## src/pdamd_pkg.sv

```systemverilog
// ---------------------------------------------------------------------------
// PD angle motor drive package
// Field widths, register indexes and fixed constants shared by the channel
// interfaces and the controller.
// ---------------------------------------------------------------------------
package pdamd_pkg;

  localparam int ANGLE_W   = 13;
  localparam int TIME_W    = 32;
  localparam int GAIN_W    = 16;
  localparam int ERR_W     = 14;
  localparam int DRIVE_W   = 9;
  localparam int DUTY_W    = 8;

  // Configuration port.
  localparam int CFG_IDX_W  = 2;
  localparam int CFG_DATA_W = 16;

  typedef enum logic [CFG_IDX_W-1:0] {
    REG_TARGET_ANGLE = 2'd0,
    REG_PROP_GAIN    = 2'd1,
    REG_DERIV_GAIN   = 2'd2
  } cfg_reg_t;

  localparam logic [GAIN_W-1:0] PROP_GAIN_RST = 16'd256;

  // Internal arithmetic widths.
  localparam int DIFF_W    = ERR_W + 1;      // error minus previous error
  localparam int QUO_W     = 24;             // |diff| * 1000 fits here
  localparam int DERIV_W   = QUO_W + 1;      // signed derivative
  localparam int ED_W      = DERIV_W + 1;    // error + derivative
  localparam int ACC_W     = 42;             // kp*err + kd*deriv
  localparam int FRAC_W    = 12;             // Q8.8 gain times 1/16 units
  localparam logic [DUTY_W-1:0] DRIVE_MAX = 8'd255;

endpackage

```

## src/pdamd_in_if.sv

```systemverilog
// ---------------------------------------------------------------------------
// PD angle motor drive input channel
// Valid/ready channel carrying one angle sample and its timestamp.
// ---------------------------------------------------------------------------
interface pdamd_in_if;
  logic                               valid;
  logic                               ready;
  logic [pdamd_pkg::ANGLE_W-1:0]      measured_angle;
  logic [pdamd_pkg::TIME_W-1:0]       now_ms;

  modport source (output valid, output measured_angle, output now_ms, input ready);
  modport sink   (input valid, input measured_angle, input now_ms, output ready);
endinterface

```

## src/pdamd_out_if.sv

```systemverilog
// ---------------------------------------------------------------------------
// PD angle motor drive result channel
// Valid/ready channel carrying the duties, the drive and the angle error.
// ---------------------------------------------------------------------------
interface pdamd_out_if;
  logic                               valid;
  logic                               ready;
  logic [pdamd_pkg::DUTY_W-1:0]       fwd_duty;
  logic [pdamd_pkg::DUTY_W-1:0]       back_duty;
  logic signed [pdamd_pkg::DRIVE_W-1:0] drive;
  logic signed [pdamd_pkg::ERR_W-1:0] angle_error;

  modport source (output valid, output fwd_duty, output back_duty, output drive,
                  output angle_error, input ready);
  modport sink   (input valid, input fwd_duty, input back_duty, input drive,
                  input angle_error, output ready);
endinterface

```

## src/pd_angle_motor_drive.sv

```systemverilog
// ---------------------------------------------------------------------------
// PD angle motor drive
// Proportional-derivative angle controller with forward/backward PWM duties.
// ---------------------------------------------------------------------------
// A new request is accepted only in the idle state, so one request is
// processed at a time through the bit-serial divider
// (24 steps, one quotient bit a cycle) and the bit-serial multiplier
// (16 steps, one gain bit a cycle) sharing one sequencer.
// The output register lets the next request start while a result waits.
// Reset (synchronous, rst_n low): target 0, prop gain 256, deriv gain 0,
// previous error and timestamp 0, no result pending.
module pd_angle_motor_drive (
  input  logic                                clk,
  input  logic                                rst_n,
  input  logic                                cfg_we,
  input  logic [pdamd_pkg::CFG_IDX_W-1:0]     cfg_idx,
  input  logic [pdamd_pkg::CFG_DATA_W-1:0]    cfg_wdata,
  pdamd_in_if.sink                            in_ch,
  pdamd_out_if.source                         out_ch
);

  localparam int ANGLE_W = pdamd_pkg::ANGLE_W;
  localparam int TIME_W  = pdamd_pkg::TIME_W;
  localparam int GAIN_W  = pdamd_pkg::GAIN_W;
  localparam int ERR_W   = pdamd_pkg::ERR_W;
  localparam int DIFF_W  = pdamd_pkg::DIFF_W;
  localparam int QUO_W   = pdamd_pkg::QUO_W;
  localparam int DERIV_W = pdamd_pkg::DERIV_W;
  localparam int ED_W    = pdamd_pkg::ED_W;
  localparam int ACC_W   = pdamd_pkg::ACC_W;
  localparam int FRAC_W  = pdamd_pkg::FRAC_W;
  localparam int DUTY_W  = pdamd_pkg::DUTY_W;
  localparam int DRIVE_W = pdamd_pkg::DRIVE_W;
  localparam int CNT_W   = 5;
  localparam logic [CNT_W-1:0] DIV_LAST = CNT_W'(QUO_W - 1);
  localparam logic [CNT_W-1:0] MUL_LAST = CNT_W'(GAIN_W - 1);

  typedef enum logic [2:0] {
    ST_IDLE,
    ST_PREP,
    ST_DIV,
    ST_SUM,
    ST_MUL,
    ST_FIN
  } state_t;

  // Control state.
  state_t                     state_r, state_nxt;
  logic [CNT_W-1:0]           cnt_r, cnt_nxt;
  logic [ANGLE_W-1:0]         target_r, target_nxt;
  logic [GAIN_W-1:0]          kp_r, kp_nxt;
  logic [GAIN_W-1:0]          kd_r, kd_nxt;
  logic signed [ERR_W-1:0]    last_err_r, last_err_nxt;
  logic [TIME_W-1:0]          last_time_r, last_time_nxt;
  logic                       out_valid_r, out_valid_nxt;

  // Datapath.
  logic signed [ERR_W-1:0]    err_r, err_nxt;
  logic signed [DIFF_W-1:0]   diff_r, diff_nxt;
  logic [TIME_W-1:0]          elapsed_r, elapsed_nxt;
  logic                       dneg_r, dneg_nxt;
  logic [QUO_W-1:0]           num_r, num_nxt;
  logic [TIME_W-1:0]          rem_r, rem_nxt;
  logic [GAIN_W-1:0]          kp_sh_r, kp_sh_nxt;
  logic [GAIN_W-1:0]          kd_sh_r, kd_sh_nxt;
  logic signed [DERIV_W-1:0]  deriv_r, deriv_nxt;
  logic signed [ED_W-1:0]     ed_r, ed_nxt;
  logic signed [ACC_W-1:0]    acc_r, acc_nxt;
  logic [DUTY_W-1:0]          fwd_r, fwd_nxt;
  logic [DUTY_W-1:0]          back_r, back_nxt;
  logic signed [DRIVE_W-1:0]  drive_r, drive_nxt;
  logic signed [ERR_W-1:0]    aerr_r, aerr_nxt;

  // Combinational helpers.
  logic                       in_acc;
  logic signed [ERR_W-1:0]    new_err;
  logic [DIFF_W-2:0]          diff_abs;
  logic [TIME_W:0]            rem_sh;
  logic [TIME_W+1:0]          rem_sub;
  logic                       rem_ge;
  logic [QUO_W-1:0]           quo;
  logic signed [ACC_W-1:0]    term;
  logic [ACC_W-1:0]           acc_abs;
  logic                       sat;
  logic [DUTY_W-1:0]          dmag;

  assign in_acc = in_ch.valid && in_ch.ready;
  assign in_ch.ready = (state_r == ST_IDLE);

  assign out_ch.valid       = out_valid_r;
  assign out_ch.fwd_duty    = fwd_r;
  assign out_ch.back_duty   = back_r;
  assign out_ch.drive       = drive_r;
  assign out_ch.angle_error = aerr_r;

  assign new_err = $signed({1'b0, target_r}) - $signed({1'b0, in_ch.measured_angle});

  // 1000 * |diff| = 1024*|diff| - 16*|diff| - 8*|diff|.
  assign diff_abs = diff_r[DIFF_W-1] ? (DIFF_W-1)'(-diff_r) : diff_r[DIFF_W-2:0];

  // One restoring division step: bring down the next dividend bit.
  assign rem_sh  = {rem_r, num_r[QUO_W-1]};
  assign rem_sub = {1'b0, rem_sh} - {2'b00, elapsed_r};
  assign rem_ge  = !rem_sub[TIME_W+1];

  // A zero elapsed time gives a zero derivative.
  assign quo = (elapsed_r == '0) ? '0 : num_r;

  always_comb begin
    unique case ({kp_sh_r[GAIN_W-1], kd_sh_r[GAIN_W-1]})
      2'b10:   term = ACC_W'(err_r);
      2'b01:   term = ACC_W'(deriv_r);
      2'b11:   term = ACC_W'(ed_r);
      default: term = '0;
    endcase
  end

  assign acc_abs = acc_r[ACC_W-1] ? ACC_W'(-acc_r) : acc_r;
  assign sat     = |acc_abs[ACC_W-1:FRAC_W+DUTY_W];
  assign dmag    = sat ? pdamd_pkg::DRIVE_MAX : acc_abs[FRAC_W+DUTY_W-1:FRAC_W];

  always_comb begin
    state_nxt     = state_r;
    cnt_nxt       = cnt_r;
    target_nxt    = target_r;
    kp_nxt        = kp_r;
    kd_nxt        = kd_r;
    last_err_nxt  = last_err_r;
    last_time_nxt = last_time_r;
    out_valid_nxt = out_valid_r;
    err_nxt       = err_r;
    diff_nxt      = diff_r;
    elapsed_nxt   = elapsed_r;
    dneg_nxt      = dneg_r;
    num_nxt       = num_r;
    rem_nxt       = rem_r;
    kp_sh_nxt     = kp_sh_r;
    kd_sh_nxt     = kd_sh_r;
    deriv_nxt     = deriv_r;
    ed_nxt        = ed_r;
    acc_nxt       = acc_r;
    fwd_nxt       = fwd_r;
    back_nxt      = back_r;
    drive_nxt     = drive_r;
    aerr_nxt      = aerr_r;

    if (cfg_we) begin
      unique case (cfg_idx)
        pdamd_pkg::REG_TARGET_ANGLE: target_nxt = cfg_wdata[ANGLE_W-1:0];
        pdamd_pkg::REG_PROP_GAIN:    kp_nxt     = cfg_wdata[GAIN_W-1:0];
        pdamd_pkg::REG_DERIV_GAIN:   kd_nxt     = cfg_wdata[GAIN_W-1:0];
        default: ;
      endcase
    end

    if (out_ch.valid && out_ch.ready) begin
      out_valid_nxt = 1'b0;
    end

    unique case (state_r)
      ST_IDLE: begin
        if (in_acc) begin
          err_nxt       = new_err;
          diff_nxt      = DIFF_W'(new_err) - DIFF_W'(last_err_r);
          elapsed_nxt   = in_ch.now_ms - last_time_r;
          last_err_nxt  = new_err;
          last_time_nxt = in_ch.now_ms;
          kp_sh_nxt     = kp_r;
          kd_sh_nxt     = kd_r;
          state_nxt     = ST_PREP;
        end
      end
      ST_PREP: begin
        dneg_nxt  = diff_r[DIFF_W-1];
        num_nxt   = ({diff_abs, 10'b0}) - QUO_W'({diff_abs, 4'b0})
                    - QUO_W'({diff_abs, 3'b0});
        rem_nxt   = '0;
        cnt_nxt   = '0;
        state_nxt = ST_DIV;
      end
      ST_DIV: begin
        rem_nxt = rem_ge ? rem_sub[TIME_W-1:0] : rem_sh[TIME_W-1:0];
        num_nxt = {num_r[QUO_W-2:0], rem_ge};
        cnt_nxt = cnt_r + 1'b1;
        if (cnt_r == DIV_LAST) begin
          state_nxt = ST_SUM;
        end
      end
      ST_SUM: begin
        deriv_nxt = dneg_r ? -$signed({1'b0, quo}) : $signed({1'b0, quo});
        ed_nxt    = ED_W'(err_r)
                    + ED_W'(dneg_r ? -$signed({1'b0, quo}) : $signed({1'b0, quo}));
        acc_nxt   = '0;
        cnt_nxt   = '0;
        state_nxt = ST_MUL;
      end
      ST_MUL: begin
        // Both products together, most significant gain bit first.
        acc_nxt   = (acc_r <<< 1) + term;
        kp_sh_nxt = {kp_sh_r[GAIN_W-2:0], 1'b0};
        kd_sh_nxt = {kd_sh_r[GAIN_W-2:0], 1'b0};
        cnt_nxt   = cnt_r + 1'b1;
        if (cnt_r == MUL_LAST) begin
          state_nxt = ST_FIN;
        end
      end
      ST_FIN: begin
        if (!out_valid_r || out_ch.ready) begin
          fwd_nxt       = acc_r[ACC_W-1] ? '0 : dmag;
          back_nxt      = acc_r[ACC_W-1] ? dmag : '0;
          drive_nxt     = acc_r[ACC_W-1] ? -$signed({1'b0, dmag}) : $signed({1'b0, dmag});
          aerr_nxt      = err_r;
          out_valid_nxt = 1'b1;
          state_nxt     = ST_IDLE;
        end
      end
      default: state_nxt = ST_IDLE;
    endcase
  end

  always_ff @(posedge clk) begin
    if (!rst_n) begin
      state_r     <= ST_IDLE;
      cnt_r       <= '0;
      target_r    <= '0;
      kp_r        <= pdamd_pkg::PROP_GAIN_RST;
      kd_r        <= '0;
      last_err_r  <= '0;
      last_time_r <= '0;
      out_valid_r <= 1'b0;
    end else begin
      state_r     <= state_nxt;
      cnt_r       <= cnt_nxt;
      target_r    <= target_nxt;
      kp_r        <= kp_nxt;
      kd_r        <= kd_nxt;
      last_err_r  <= last_err_nxt;
      last_time_r <= last_time_nxt;
      out_valid_r <= out_valid_nxt;
    end
    err_r     <= err_nxt;
    diff_r    <= diff_nxt;
    elapsed_r <= elapsed_nxt;
    dneg_r    <= dneg_nxt;
    num_r     <= num_nxt;
    rem_r     <= rem_nxt;
    kp_sh_r   <= kp_sh_nxt;
    kd_sh_r   <= kd_sh_nxt;
    deriv_r   <= deriv_nxt;
    ed_r      <= ed_nxt;
    acc_r     <= acc_nxt;
    fwd_r     <= fwd_nxt;
    back_r    <= back_nxt;
    drive_r   <= drive_nxt;
    aerr_r    <= aerr_nxt;
  end

endmodule
```

## src/flat_wrapper.sv

```systemverilog
// flat-port wrapper written by rule: the top's interface ports become plain ports
module pd_angle_motor_drive_flat 
  (clk, rst_n, cfg_we, cfg_idx, cfg_wdata, in_ch_valid, in_ch_measured_angle, in_ch_now_ms, in_ch_ready, out_ch_valid, out_ch_fwd_duty, out_ch_back_duty, out_ch_drive, out_ch_angle_error, out_ch_ready);
  pdamd_in_if in_ch_i ();
  pdamd_out_if out_ch_i ();
  input  logic clk;
  input  logic rst_n;
  input  logic cfg_we;
  input  logic [pdamd_pkg::CFG_IDX_W-1:0] cfg_idx;
  input  logic [pdamd_pkg::CFG_DATA_W-1:0] cfg_wdata;
  input wire logic [$bits(in_ch_i.valid)-1:0] in_ch_valid;
  input wire logic [$bits(in_ch_i.measured_angle)-1:0] in_ch_measured_angle;
  input wire logic [$bits(in_ch_i.now_ms)-1:0] in_ch_now_ms;
  output wire logic [$bits(in_ch_i.ready)-1:0] in_ch_ready;
  output wire logic [$bits(out_ch_i.valid)-1:0] out_ch_valid;
  output wire logic [$bits(out_ch_i.fwd_duty)-1:0] out_ch_fwd_duty;
  output wire logic [$bits(out_ch_i.back_duty)-1:0] out_ch_back_duty;
  output wire logic [$bits(out_ch_i.drive)-1:0] out_ch_drive;
  output wire logic [$bits(out_ch_i.angle_error)-1:0] out_ch_angle_error;
  input wire logic [$bits(out_ch_i.ready)-1:0] out_ch_ready;
  assign in_ch_i.valid = in_ch_valid;
  assign in_ch_i.measured_angle = in_ch_measured_angle;
  assign in_ch_i.now_ms = in_ch_now_ms;
  assign in_ch_ready = in_ch_i.ready;
  assign out_ch_valid = out_ch_i.valid;
  assign out_ch_fwd_duty = out_ch_i.fwd_duty;
  assign out_ch_back_duty = out_ch_i.back_duty;
  assign out_ch_drive = out_ch_i.drive;
  assign out_ch_angle_error = out_ch_i.angle_error;
  assign out_ch_i.ready = out_ch_ready;
  pd_angle_motor_drive u_core (.clk(clk), .rst_n(rst_n), .cfg_we(cfg_we), .cfg_idx(cfg_idx), .cfg_wdata(cfg_wdata), .in_ch(in_ch_i), .out_ch(out_ch_i));
endmodule
```

## config.mk

```make
export PLATFORM = sky130hd
export DESIGN_NAME = pd_angle_motor_drive_flat
export DESIGN_NICKNAME = d
export VERILOG_FILES = /design/src/pdamd_pkg.sv /design/src/pdamd_in_if.sv /design/src/pdamd_out_if.sv /design/src/pd_angle_motor_drive.sv /design/src/flat_wrapper.sv
export SDC_FILE = /design/constraint.sdc
export NUM_CORES = 1
export LEC_CHECK = 0
export BUFFER_PORTS_ARGS = -buffer_cell sky130_fd_sc_hd__buf_2
export CORE_ASPECT_RATIO = 0.75
export CORE_UTILIZATION = 39
export CTS_CLUSTER_SIZE = 40
export DETAILED_ROUTE_END_ITERATION = 7
export PLACE_DENSITY_LB_ADDON = 0.12
export SLEW_MARGIN = 10
export SYNTH_ARGS = -nofsm -noshare
export SYNTH_HDL_FRONTEND = slang
export SYNTH_SLANG_ARGS = --single-unit
```

## constraint.sdc

```tcl
create_clock -name clk -period 5.5 [get_ports clk]
set_clock_uncertainty 0.2 [all_clocks]
set_input_delay 0.55 -clock clk [delete_from_list [all_inputs] [get_ports clk]]
set_output_delay 0.55 -clock clk [all_outputs]
set_load 0.05 [all_outputs]
```

==> flow_summary.json, run 1 <==
{
  "start_kind": "register",
  "irDropWorstVdd_mv": 0.314,
  "layout-drive-gt1-share_pct": 9.44,
  "max_freq_ghz": 0.193,
  "critPathKind": "reg2reg",
  "cts_tree": "done",
  "final_antenna_net_count": 0,
  "synth-edff-count": 282,
  "worstMarginPinSlew_ps": 1040,
  "cts_root_buf": "clkbuf_16",
  "grt_usage_pct": 19.7,
  "synthesis.area_mm2": 0.0252,
  "grt_overflow_total": 0,
  "cp-end-kind": "register",
  "place_ws_ps": 316,
  "clock_latency_ps": 580,
  "synth_area_per_cell_um2": 9.03,
  "ys_warn_count": 0,
  "die_height_um": 222,
  "die_area_mm2": 0.0656,
  "avgViaCountPerCell": 5.35,
  "ff2ff_setup_slack_ps": 310,
  "dp.cells": 3705,
  "p_per_area_mw_per_mm2": 566,
  "drt-total-wl_mm": 64.4,
  "core-area_mm2": 0.0638,
  "worst_slack_ps": 308,
  "ys_seq_elements": 382,
  "routed-via-count": 20300,
  "antenna_cells": 0,
  "finalHoldViolations": 0,
  "maxCapViolCount": 0,
  "drt_iter0_markers": 1443,
  "ys_types": 80,
  "cts_buffer_depth": 3,
  "place_hpwl_mm": 48.1,
  "detail_route.first_pass.iterations": 6,
  "finalMaxSlewViolations": 0,
  "status": "finished clean",
  "holdCritPathClass": "in2reg",
  "wl_per_cell_um": 17.0,
  "cp_data_required_time_ps": 5610,
  "rsz0062_at_grt": "no",
  "place.gp.congestion": 0.891,
  "dieWidth_um": 295,
  "route.met3.wl_mm": 3.36,
  "power.total_uw": 16100,
  "finalSetupTns_ps": 0,
  "synth-async-reset-ratio_pct": 0,
  "worstHoldPathCells": 3,
  "syn_inst": 2789,
  "met2_length_mm": 26.1,
  "drc": 0,
  "r2r_cells": 22,
  "synth-main-ff-cell": "edfxtp_1",
  "synth_area_leaders": "edfxtp_1 34%, ha_1 9.4%, dfxtp_1 7.9%",
  "grt_pass1_wl_mm": 104,
  "port_buffers": 108,
  "boundaryPins": 109,
  "cts_sinks": 382,
  "leakage_uw": 0.0113,
  "drt-met1-wl_mm": 34.1,
  "netlist.top_cell.by_area": "edfxtp_1",
  "floorplan.initialDensity_pct": 39.5,
  "syn2layout_area_growth_pct": 12.8,
  "synth.yosys.seq_area_share_pct": 41.6,
  "yosysTopAreaCellShare_pct": 33.6,
  "slew_headroom_pct": 30.6,
  "antenna_found_initial": 3,
  "grt_pass1_vias": 18900,
  "fin_crit_ps": 5190,
  "fin_nets": 3169,
  "cp.arrival_ps": 5300,
  "setup-violations-final": 0,
  "htree_levels": 2,
  "final_core_util_pct": 44.6,
  "top_layer": "met4",
  "std_cell_rows": 80,
  "grt_max_degree": 80,
  "final_cell_count_no_fill": 3794,
  "cts.clk_slew.worst_paths_ps": 60,
  "cts_buffers": 43,
  "fin_crit_sh_pct": 94.4,
  "syn_nets": 3060,
  "path_max_fanout": 10
}
==> synthesized netlist by cell type, drive strengths merged (21+ instances only) <==
cell type and count:
clkbuf 100, o21a 34, a22o 24, xnor2 109, nor4 31, nor2b 32, o31ai 22, ha 190
nand3 49, edfxtp 282, a21o 61, a211oi 21, a21boi 93, o21ai 135, or3 28, dfxtp 100
nand2b 29, inv 177, nand2 474, nor2 210, nor3 59, a21oi 188, xor2 61
==> cell type report <==
cell class / instances / area, µm²
timing repair buffer: 170 / 1030
clock buffer: 53 / 1160
sequential: 382 / 10500
fill: 6259 / 35300
inverter: 178 / 671
multi-input combinational: 2123 / 13700
tap: 861 / 1080
clock inverter: 27 / 305
==> sequential cells by signal (all words and copies together) (netlist names), 15 cells and up <==
name                count
u_core.deriv_r         25
u_core.ed_r            26
u_core.kd_sh_r         16
u_core.kp_sh_r         16
u_core.rem_r           32
u_core.elapsed_r       32
u_core.diff_r          15
u_core.acc_r           42
u_core.num_r           24
u_core.kd_r            16
u_core.last_time_r     32
u_core.kp_r            16
==> power breakdown <==
part,internal [µW],switching (µW)
Combinational,3420,4960
Sequential,4170,517
Clock,1760,1250
Total,9350,6720
==> what timing repair did <==
| action | 4_1_cts | 5_1_grt |
|---|---|---|
| resized for setup | 0 | 3 |
| buffers inserted | 0 | 0 |
| hold endpoints to repair | 9 | 0 |
| hold buffers | 9 | 0 |
| endpoints found under the setup margin | 0 | 2 |
==> worst max-delay path, stage by stage, from the launching register on <==
cell	delay (ps)
edfxtp_1	430
nor4_1	330
nand4_1	200
or2_0	370
nand2_1	140
ha_1	230
buf_4	200
a21oi_1	50
o21ai_0	140
nand2_1	90
ha_1	310
o21a_1	130
o21ai_0	270
nor3_1	100
a21oi_1	250
a31oi_1	160
o41ai_1	290
buf_4	190
nor3_1	40
a2111oi_0	390
buf_4	190
o2bb2ai_1	130
xnor2_1	80
==> per-stage QoR <==
| stage | hold slack (ps) | instance area (µm²) |
|---|---|---|
| after floorplan | 236 | 25200 |
| after global placement | 248 | 26800 |
| after detailed placement | 255 | 26800 |
| after CTS | 0.188 | 28400 |
| after global routing | 9.54 | 28400 |
| final | 36.8 | 28400 |
==> final timing paths <==
path | start | to
max | u_core.elapsed_r[1]$_DFFE_PP_ | u_core.ed_r[24]$_DFFE_PP_
min | in_ch_now_ms[20] | u_core.last_time_r[20]$_SDFFE_PN0P_
max reg2reg | u_core.elapsed_r[1]$_DFFE_PP_ | u_core.ed_r[24]$_DFFE_PP_
min reg2reg | u_core.last_time_r[9]$_SDFFE_PN0P_ | u_core.last_time_r[9]$_SDFFE_PN0P_
==> per-layer routing <==
layer,vias up,GRT usage (%)
met5,-,0
met4,0,3.84
met3,59,2.74
met2,472,27.9
met1,9581,31.2
li1,10200,-
==> cells in the final DEF (no fill, tap or decap), drive strengths merged, types with 17 or more instances in the layout <==
master	count
dfxtp	100
and3	19
a31oi	19
a21oi	188
edfxtp	282
a211oi	21
nand3	49
nor4	31
nand2	474
xnor2	109
a21o	61
clkinv	17
a21boi	93
nand2b	29
inv	179
nand4	19
nor3	59
o21a	34
ha	190
o21ai	135
nor2b	32
a22o	24
clkbuf	53
or3	28
xor2	61
o31ai	22
nor2	210
buf	161
==> kinds of logic after synthesis <==
family	Yosys count	synth area share, %
AOI/OAI and AO/OA	709	18.4
xor gates and xnor gates	170	5.91
adders and majority gates	203	10.5
buffers and inverters	284	4.24
DFF	382	41.6
muxes	19	0.820
and+or+nand+nor	1022	18.6
Note: power is estimated with default switching activity, not from simulation.
==> run 2: changes to the inputs <==
--- a/config.mk
+++ b/config.mk
@@ -5,11 +5,11 @@
 export SDC_FILE = /design/constraint.sdc
 export NUM_CORES = 1
 export LEC_CHECK = 0
-export BUFFER_PORTS_ARGS = -buffer_cell sky130_fd_sc_hd__buf_2
 export CORE_ASPECT_RATIO = 0.75
 export CORE_UTILIZATION = 39
 export CTS_CLUSTER_SIZE = 40
 export DETAILED_ROUTE_END_ITERATION = 7
+export DONT_BUFFER_PORTS = 1
 export PLACE_DENSITY_LB_ADDON = 0.12
 export SLEW_MARGIN = 10
 export SYNTH_ARGS = -nofsm -noshare
==> flow_summary.json, run 2 (synthesis results as in run 1) <==
{
  "syn2layout_area_growth_pct": 13.0,
  "wl_per_cell_um": 17.7,
  "p_per_area_mw_per_mm2": 577,
  "avgViaCountPerCell": 5.43,
  "cp-end-kind": "register",
  "largest_register_ffs": 42,
  "std_cell_rows": 80,
  "grt_pass1_vias": 19000,
  "grt_pass1_wl_mm": 105,
  "maxCapViolCount": 0,
  "setup-violations-final": 0,
  "p_sw_share_pct": 41.7,
  "critPathKind": "reg2reg",
  "routed-via-count": 20200,
  "antenna_found_initial": 5,
  "cp.arrival_ps": 5310,
  "drc": 0,
  "path_max_fanout": 8,
  "layout-drive-gt1-share_pct": 6.11,
  "cts_sinks": 382,
  "holdCritPathClass": "in2reg",
  "comb_power_share_pct": 51.4,
  "fin_crit_ps": 5170,
  "largest-register": "u_core.acc_r",
  "cts_tree": "done",
  "cts_root_buf": "clkbuf_16",
  "core-area_mm2": 0.0638,
  "dieWidth_um": 295,
  "status": "finished clean",
  "irDropWorstVdd_mv": 0.360,
  "grt_max_degree": 103,
  "grt_usage_pct": 20.0,
  "finalMaxSlewViolations": 0,
  "power.total_uw": 16400,
  "port_buffers": 0,
  "design_area_mm2": 0.0285,
  "htree_levels": 2,
  "final_antenna_net_count": 0,
  "p_int_uw": 9590,
  "cts_buffer_depth": 3,
  "clkPwrFrac_pct": 20.0,
  "seqPwrFrac_pct": 28.6,
  "start_kind": "register",
  "clock_latency_ps": 600,
  "place.gp.congestion": 0.890,
  "worstMarginPinSlew_ps": 1210,
  "post_cts_buffers": 0,
  "finalHoldViolations": 0,
  "slew_headroom_pct": 18.6,
  "cts_buffers": 44,
  "p_switching_uw": 6850,
  "dp.cells": 3595,
  "fin_crit_sh_pct": 94.0,
  "antenna_cells": 0,
  "cp_data_required_time_ps": 5640,
  "detail_route.first_pass.iterations": 7,
  "floorplan.initialDensity_pct": 39.5,
  "mostFrequentLayoutCells": "473 x nand2_1, 282 x edfxtp_1, 208 x nor2_1",
  "final_core_util_pct": 44.6,
  "leakage_uw": 0.0111,
  "die_area_mm2": 0.0656,
  "die_height_um": 222,
  "grt_overflow_total": 0,
  "max_freq_ghz": 0.193,
  "cts.clk_slew.worst_paths_ps": 60,
  "whs_ps": 45.4,
  "final_cell_count_no_fill": 3727,
  "boundaryPins": 109,
  "rsz0062_at_grt": "yes",
  "dpl_cell_area_mm2": 0.0263,
  "drt-total-wl_mm": 65.9,
  "place_hpwl_mm": 48.1,
  "fin_nets": 3102,
  "drt_iter0_markers": 1310,
  "layout_commonest_cell": "nand2_1"
}
run 2: critical path, cell delays in order (launching register included):
cell and delay [ps]:
edfxtp_1 440, nor4_1 340, nand4_1 210, or2_1 360
nand2_1 130, ha_1 270, buf_4 200, nand3b_1 120
o21ai_0 160, nand3_1 90, nand2_1 100, ha_1 280
nand4_1 230, nor3_1 100, a21oi_2 220, a31oi_1 150
o41ai_1 290, buf_4 190, nor3_1 50, a2111oi_1 410
buf_4 190, o2bb2ai_1 120, xnor2_1 80
run 2: stage by stage:
step | TNS, ps | worst slack (ps)
global placement | 0 | 180
floorplan | 0 | 424
CTS | 0 | 118
global route | -92.3 | -47.0
finish | 0 | 328
detailed placement | 0 | 167
run 2: final cells by class:
cell class | instances | area, µm²
fillers | 6240 | 35300
clock inverters | 31 | 453
multi-input cells | 2123 | 13700
clock buffers | 50 | 1150
well taps | 861 | 1080
flip-flops and latches | 382 | 10500
repair buffers | 102 | 923
inverters | 178 | 671
run 2: path summary, 6_finish.rpt:
kind                                            start                             endpoint  slack, ps  cells past startpoint
setup reg to reg        u_core.elapsed_r[1]$_DFFE_PP_            u_core.ed_r[24]$_DFFE_PP_        330                     22
setup / recovery        u_core.elapsed_r[1]$_DFFE_PP_            u_core.ed_r[24]$_DFFE_PP_        330                     22
hold reg to reg   u_core.last_time_r[28]$_SDFFE_PN0P_  u_core.last_time_r[28]$_SDFFE_PN0P_        260                      2
hold / removal                                  rst_n   u_core.last_err_r[12]$_SDFFE_PN0P_         50                      2
run 2: routing by layer:
metal | GRT usage, % | part of all wire (%)
met4 | 4.26 | 1.5
met1 | 31.3 | 52
met2 | 28.7 | 41
met3 | 3.07 | 5.2
met5 | 0 | 0.049
run 2: what timing repair did:
| action | CTS | global route |
|---|---|---|
| hold endpoints to repair | 100 | 0 |
| resized for setup | 0 | 6 |
| endpoints found under the setup margin | 0 | 4 |
| hold buffers | 51 | 0 |
run 2: power by group through the flow:
stage	logic, µW	clock network [µW]	registers [µW]
5_1_grt	9450	3490	4790
3_3_place_gp	8220	0	4740
4_1_cts	8420	3370	4700
2_1_floorplan	6420	0	4530
6_report	8450	3280	4700
3_5_place_dp	8310	0	4760
==> run 3: changes to the inputs <==
--- a/config.mk
+++ b/config.mk
@@ -5,11 +5,12 @@
 export SDC_FILE = /design/constraint.sdc
 export NUM_CORES = 1
 export LEC_CHECK = 0
-export CORE_ASPECT_RATIO = 0.75
+export CORE_MARGIN = 5
 export CORE_UTILIZATION = 39
 export CTS_CLUSTER_SIZE = 40
 export DETAILED_ROUTE_END_ITERATION = 7
 export DONT_BUFFER_PORTS = 1
+export GPL_TIMING_DRIVEN = 0
 export PLACE_DENSITY_LB_ADDON = 0.12
 export SLEW_MARGIN = 10
 export SYNTH_ARGS = -nofsm -noshare
==> flow_summary.json, run 3 (synthesis results as in run 1) <==
{
  "drt-total-wl_mm": 68.7,
  "cts_root_buf": "clkbuf_16",
  "floorplan.initialDensity_pct": 39.2,
  "fin_nets": 3173,
  "cts_buffers": 47,
  "rr_startpoint": "u_core.elapsed_r[28]$_DFFE_PP_",
  "whs_endpoint": "u_core.last_err_r[12]$_SDFFE_PN0P_",
  "r2r_end": "u_core.ed_r[25]$_DFFE_PP_",
  "p_per_area_mw_per_mm2": 573,
  "die_height_um": 264,
  "place.gp.congestion": 0.886,
  "finalMaxSlewViolations": 0,
  "cts_sinks": 382,
  "grt_pass1_wl_mm": 110,
  "final_core_util_pct": 44.9,
  "grt_pass1_vias": 20000,
  "seq_area_mm2": 0.0105,
  "finalHoldViolations": 0,
  "largest_register_ffs": 42,
  "boundaryPins": 109,
  "grt_max_degree": 57,
  "clkPwrFrac_pct": 19.9,
  "final_cell_count_no_fill": 3795,
  "seqPwrFrac_pct": 28.3,
  "worstMarginPinSlew_ps": 1020,
  "syn2layout_area_growth_pct": 14.6,
  "fin_crit_sh_pct": 95.6,
  "layout-drive-gt1-share_pct": 5.75,
  "p_int_uw": 9670,
  "drt_iter0_markers": 1298,
  "irDropWorstVdd_mv": 0.298,
  "detail_route.first_pass.iterations": 5,
  "max_freq_ghz": 0.190,
  "avgViaCountPerCell": 5.38,
  "setup-violations-final": 0,
  "final_antenna_net_count": 0,
  "nFillCells": 6311,
  "hold_start": "rst_n",
  "grt_overflow_total": 0,
  "largest-register": "u_core.acc_r",
  "place_hpwl_mm": 52.2,
  "worstHoldPathCells": 2,
  "rsz0062_at_grt": "no",
  "antenna_cells": 0,
  "clock_latency_ps": 590,
  "wl_per_cell_um": 18.1,
  "dp.cells": 3651,
  "slowest_delay_ps": 510,
  "status": "finished clean",
  "cts_buffer_depth": 3,
  "antenna_found_initial": 0,
  "die_area_mm2": 0.0698,
  "cts.clk_slew.worst_paths_ps": 50,
  "fin_crit_ps": 5260,
  "htree_levels": 2,
  "comb_power_share_pct": 51.8,
  "std_cell_rows": 93,
  "cts_tree": "done",
  "r2r_cells": 17,
  "cp_slowest_cell": "or4_1",
  "start_kind": "register",
  "drc": 0,
  "port_buffers": 0,
  "core-area_mm2": 0.0642,
  "layout_commonest_cell": "nand2_1",
  "path_cells": "nor4_2 > nand4_1 > nor2_1 > clkbuf_1 > clkbuf_2 > nor2_1 > ha_1 > a21oi_1 > o22ai_1 > or4_1 > a221oi_4 > o311ai_2 > nand3_1 > o2111ai_1 > a31o_2 > a21oi_1 > xnor2_1",
  "cp-end-kind": "register",
  "ff2ff_setup_slack_ps": 240,
  "p_sw_share_pct": 41.5,
  "critPathKind": "reg2reg",
  "leakage_uw": 0.0112,
  "cp.arrival_ps": 5370,
  "cp_data_required_time_ps": 5610,
  "slew_headroom_pct": 32.2,
  "holdCritPathClass": "in2reg",
  "mostFrequentLayoutCells": "472 x nand2_1, 282 x edfxtp_1, 209 x nor2_1",
  "grt_usage_pct": 19.1,
  "path_max_fanout": 10,
  "maxCapViolCount": 0,
  "dieWidth_um": 264,
  "p_switching_uw": 6870,
  "routed-via-count": 20400,
  "multiInputGateArea_mm2": 0.0139
}
[run 3: cell count changes in the layout (fill, tap and decap cells not counted), sizes merged]
cell,change
clkbuf,+109
buf,-29
bufinv,-4
clkinv,-1
clkinvlp,-1
[run 3: layer usage]
layer | global-route usage (%) | wire length, µm
met5 | 0 | 0
met4 | 5.27 | 1770
met3 | 3.00 | 3420
met2 | 31.8 | 31900
met1 | 25.9 | 31500
[run 3: worst max path at each step]
| stage | slack [ps] | startpoint | endpoint | depth (start not counted) |
|---|---|---|---|---|
| 6_report | 240 | u_core.elapsed_r[28]$_DFFE_PP_ | u_core.ed_r[25]$_DFFE_PP_ | 17 |
| 5_1_grt | 10 | u_core.diff_r[0]$_DFFE_PP_ | u_core.num_r[23]$_DFFE_PP_ | 18 |
| 3_3_place_gp | -1150 | u_core.state_r[1]$_SDFFE_PN0P_ | u_core.acc_r[10]$_SDFFCE_PN0P_ | 4 |
| 3_5_place_dp | -1100 | u_core.elapsed_r[4]$_DFFE_PP_ | u_core.ed_r[24]$_DFFE_PP_ | 22 |
| 2_1_floorplan | 420 | u_core.elapsed_r[1]$_DFFE_PP_ | u_core.ed_r[24]$_DFFE_PP_ | 21 |
| 4_1_cts | 60 | u_core.elapsed_r[28]$_DFFE_PP_ | u_core.ed_r[25]$_DFFE_PP_ | 17 |
[run 3: metrics by stage]
stage / setup TNS [ps] / power (µW) / area [µm²] / setup slack, ps / hold slack (ps)
final: 0 / 16500 / 28900 / 239 / 59.9
after global routing: 0 / 17900 / 28900 / 10.0 / 39.9
after CTS: 0 / 16500 / 28700 / 62.2 / 15.8
after global placement: -123790 / 12800 / 26300 / -1150 / 246
after floorplan: 0 / 10900 / 25200 / 424 / 236
after detailed placement: -7410 / 13000 / 26400 / -1100 / 251
[run 3: critical path: cells and delay by family (launching register included)]
kind	cells	cell delay (ps)
fa+ha+maj	1	350
flops	1	460
compound gates	7	1420
buf+inv	2	800
xor+xnor	1	100
simple gates	6	1630
[run 3: repair_timing]
item / 4_1_cts / 5_1_grt
hold buffers: 50 / 0
setup endpoints to repair: 28 / 21
endpoints found under the hold margin: 77 / 0
pin swaps: 3 / 5
gates resized for setup: 21 / 31
setup buffers: 3 / 7
cloned: 0 / 0
[run 3: final cells by class]
type	instances	share of cell area, %
plain buffers	103	1.38
multi-input cells	2123	48.1
clock inverters	25	1.03
well taps	855	3.71
flip-flops and latches	382	36.3
clock buffers	62	4.67
inverters	178	2.31
repair buffers	67	2.51
[run 3: power groups by stage]
stage	Clock, µW	Combinational (µW)	Sequential, µW
after floorplan	0	6420	4530
after global placement	0	8080	4750
after detailed placement	0	8270	4720
after CTS	3390	8460	4670
after global routing	3500	9650	4750
final	3290	8560	4680
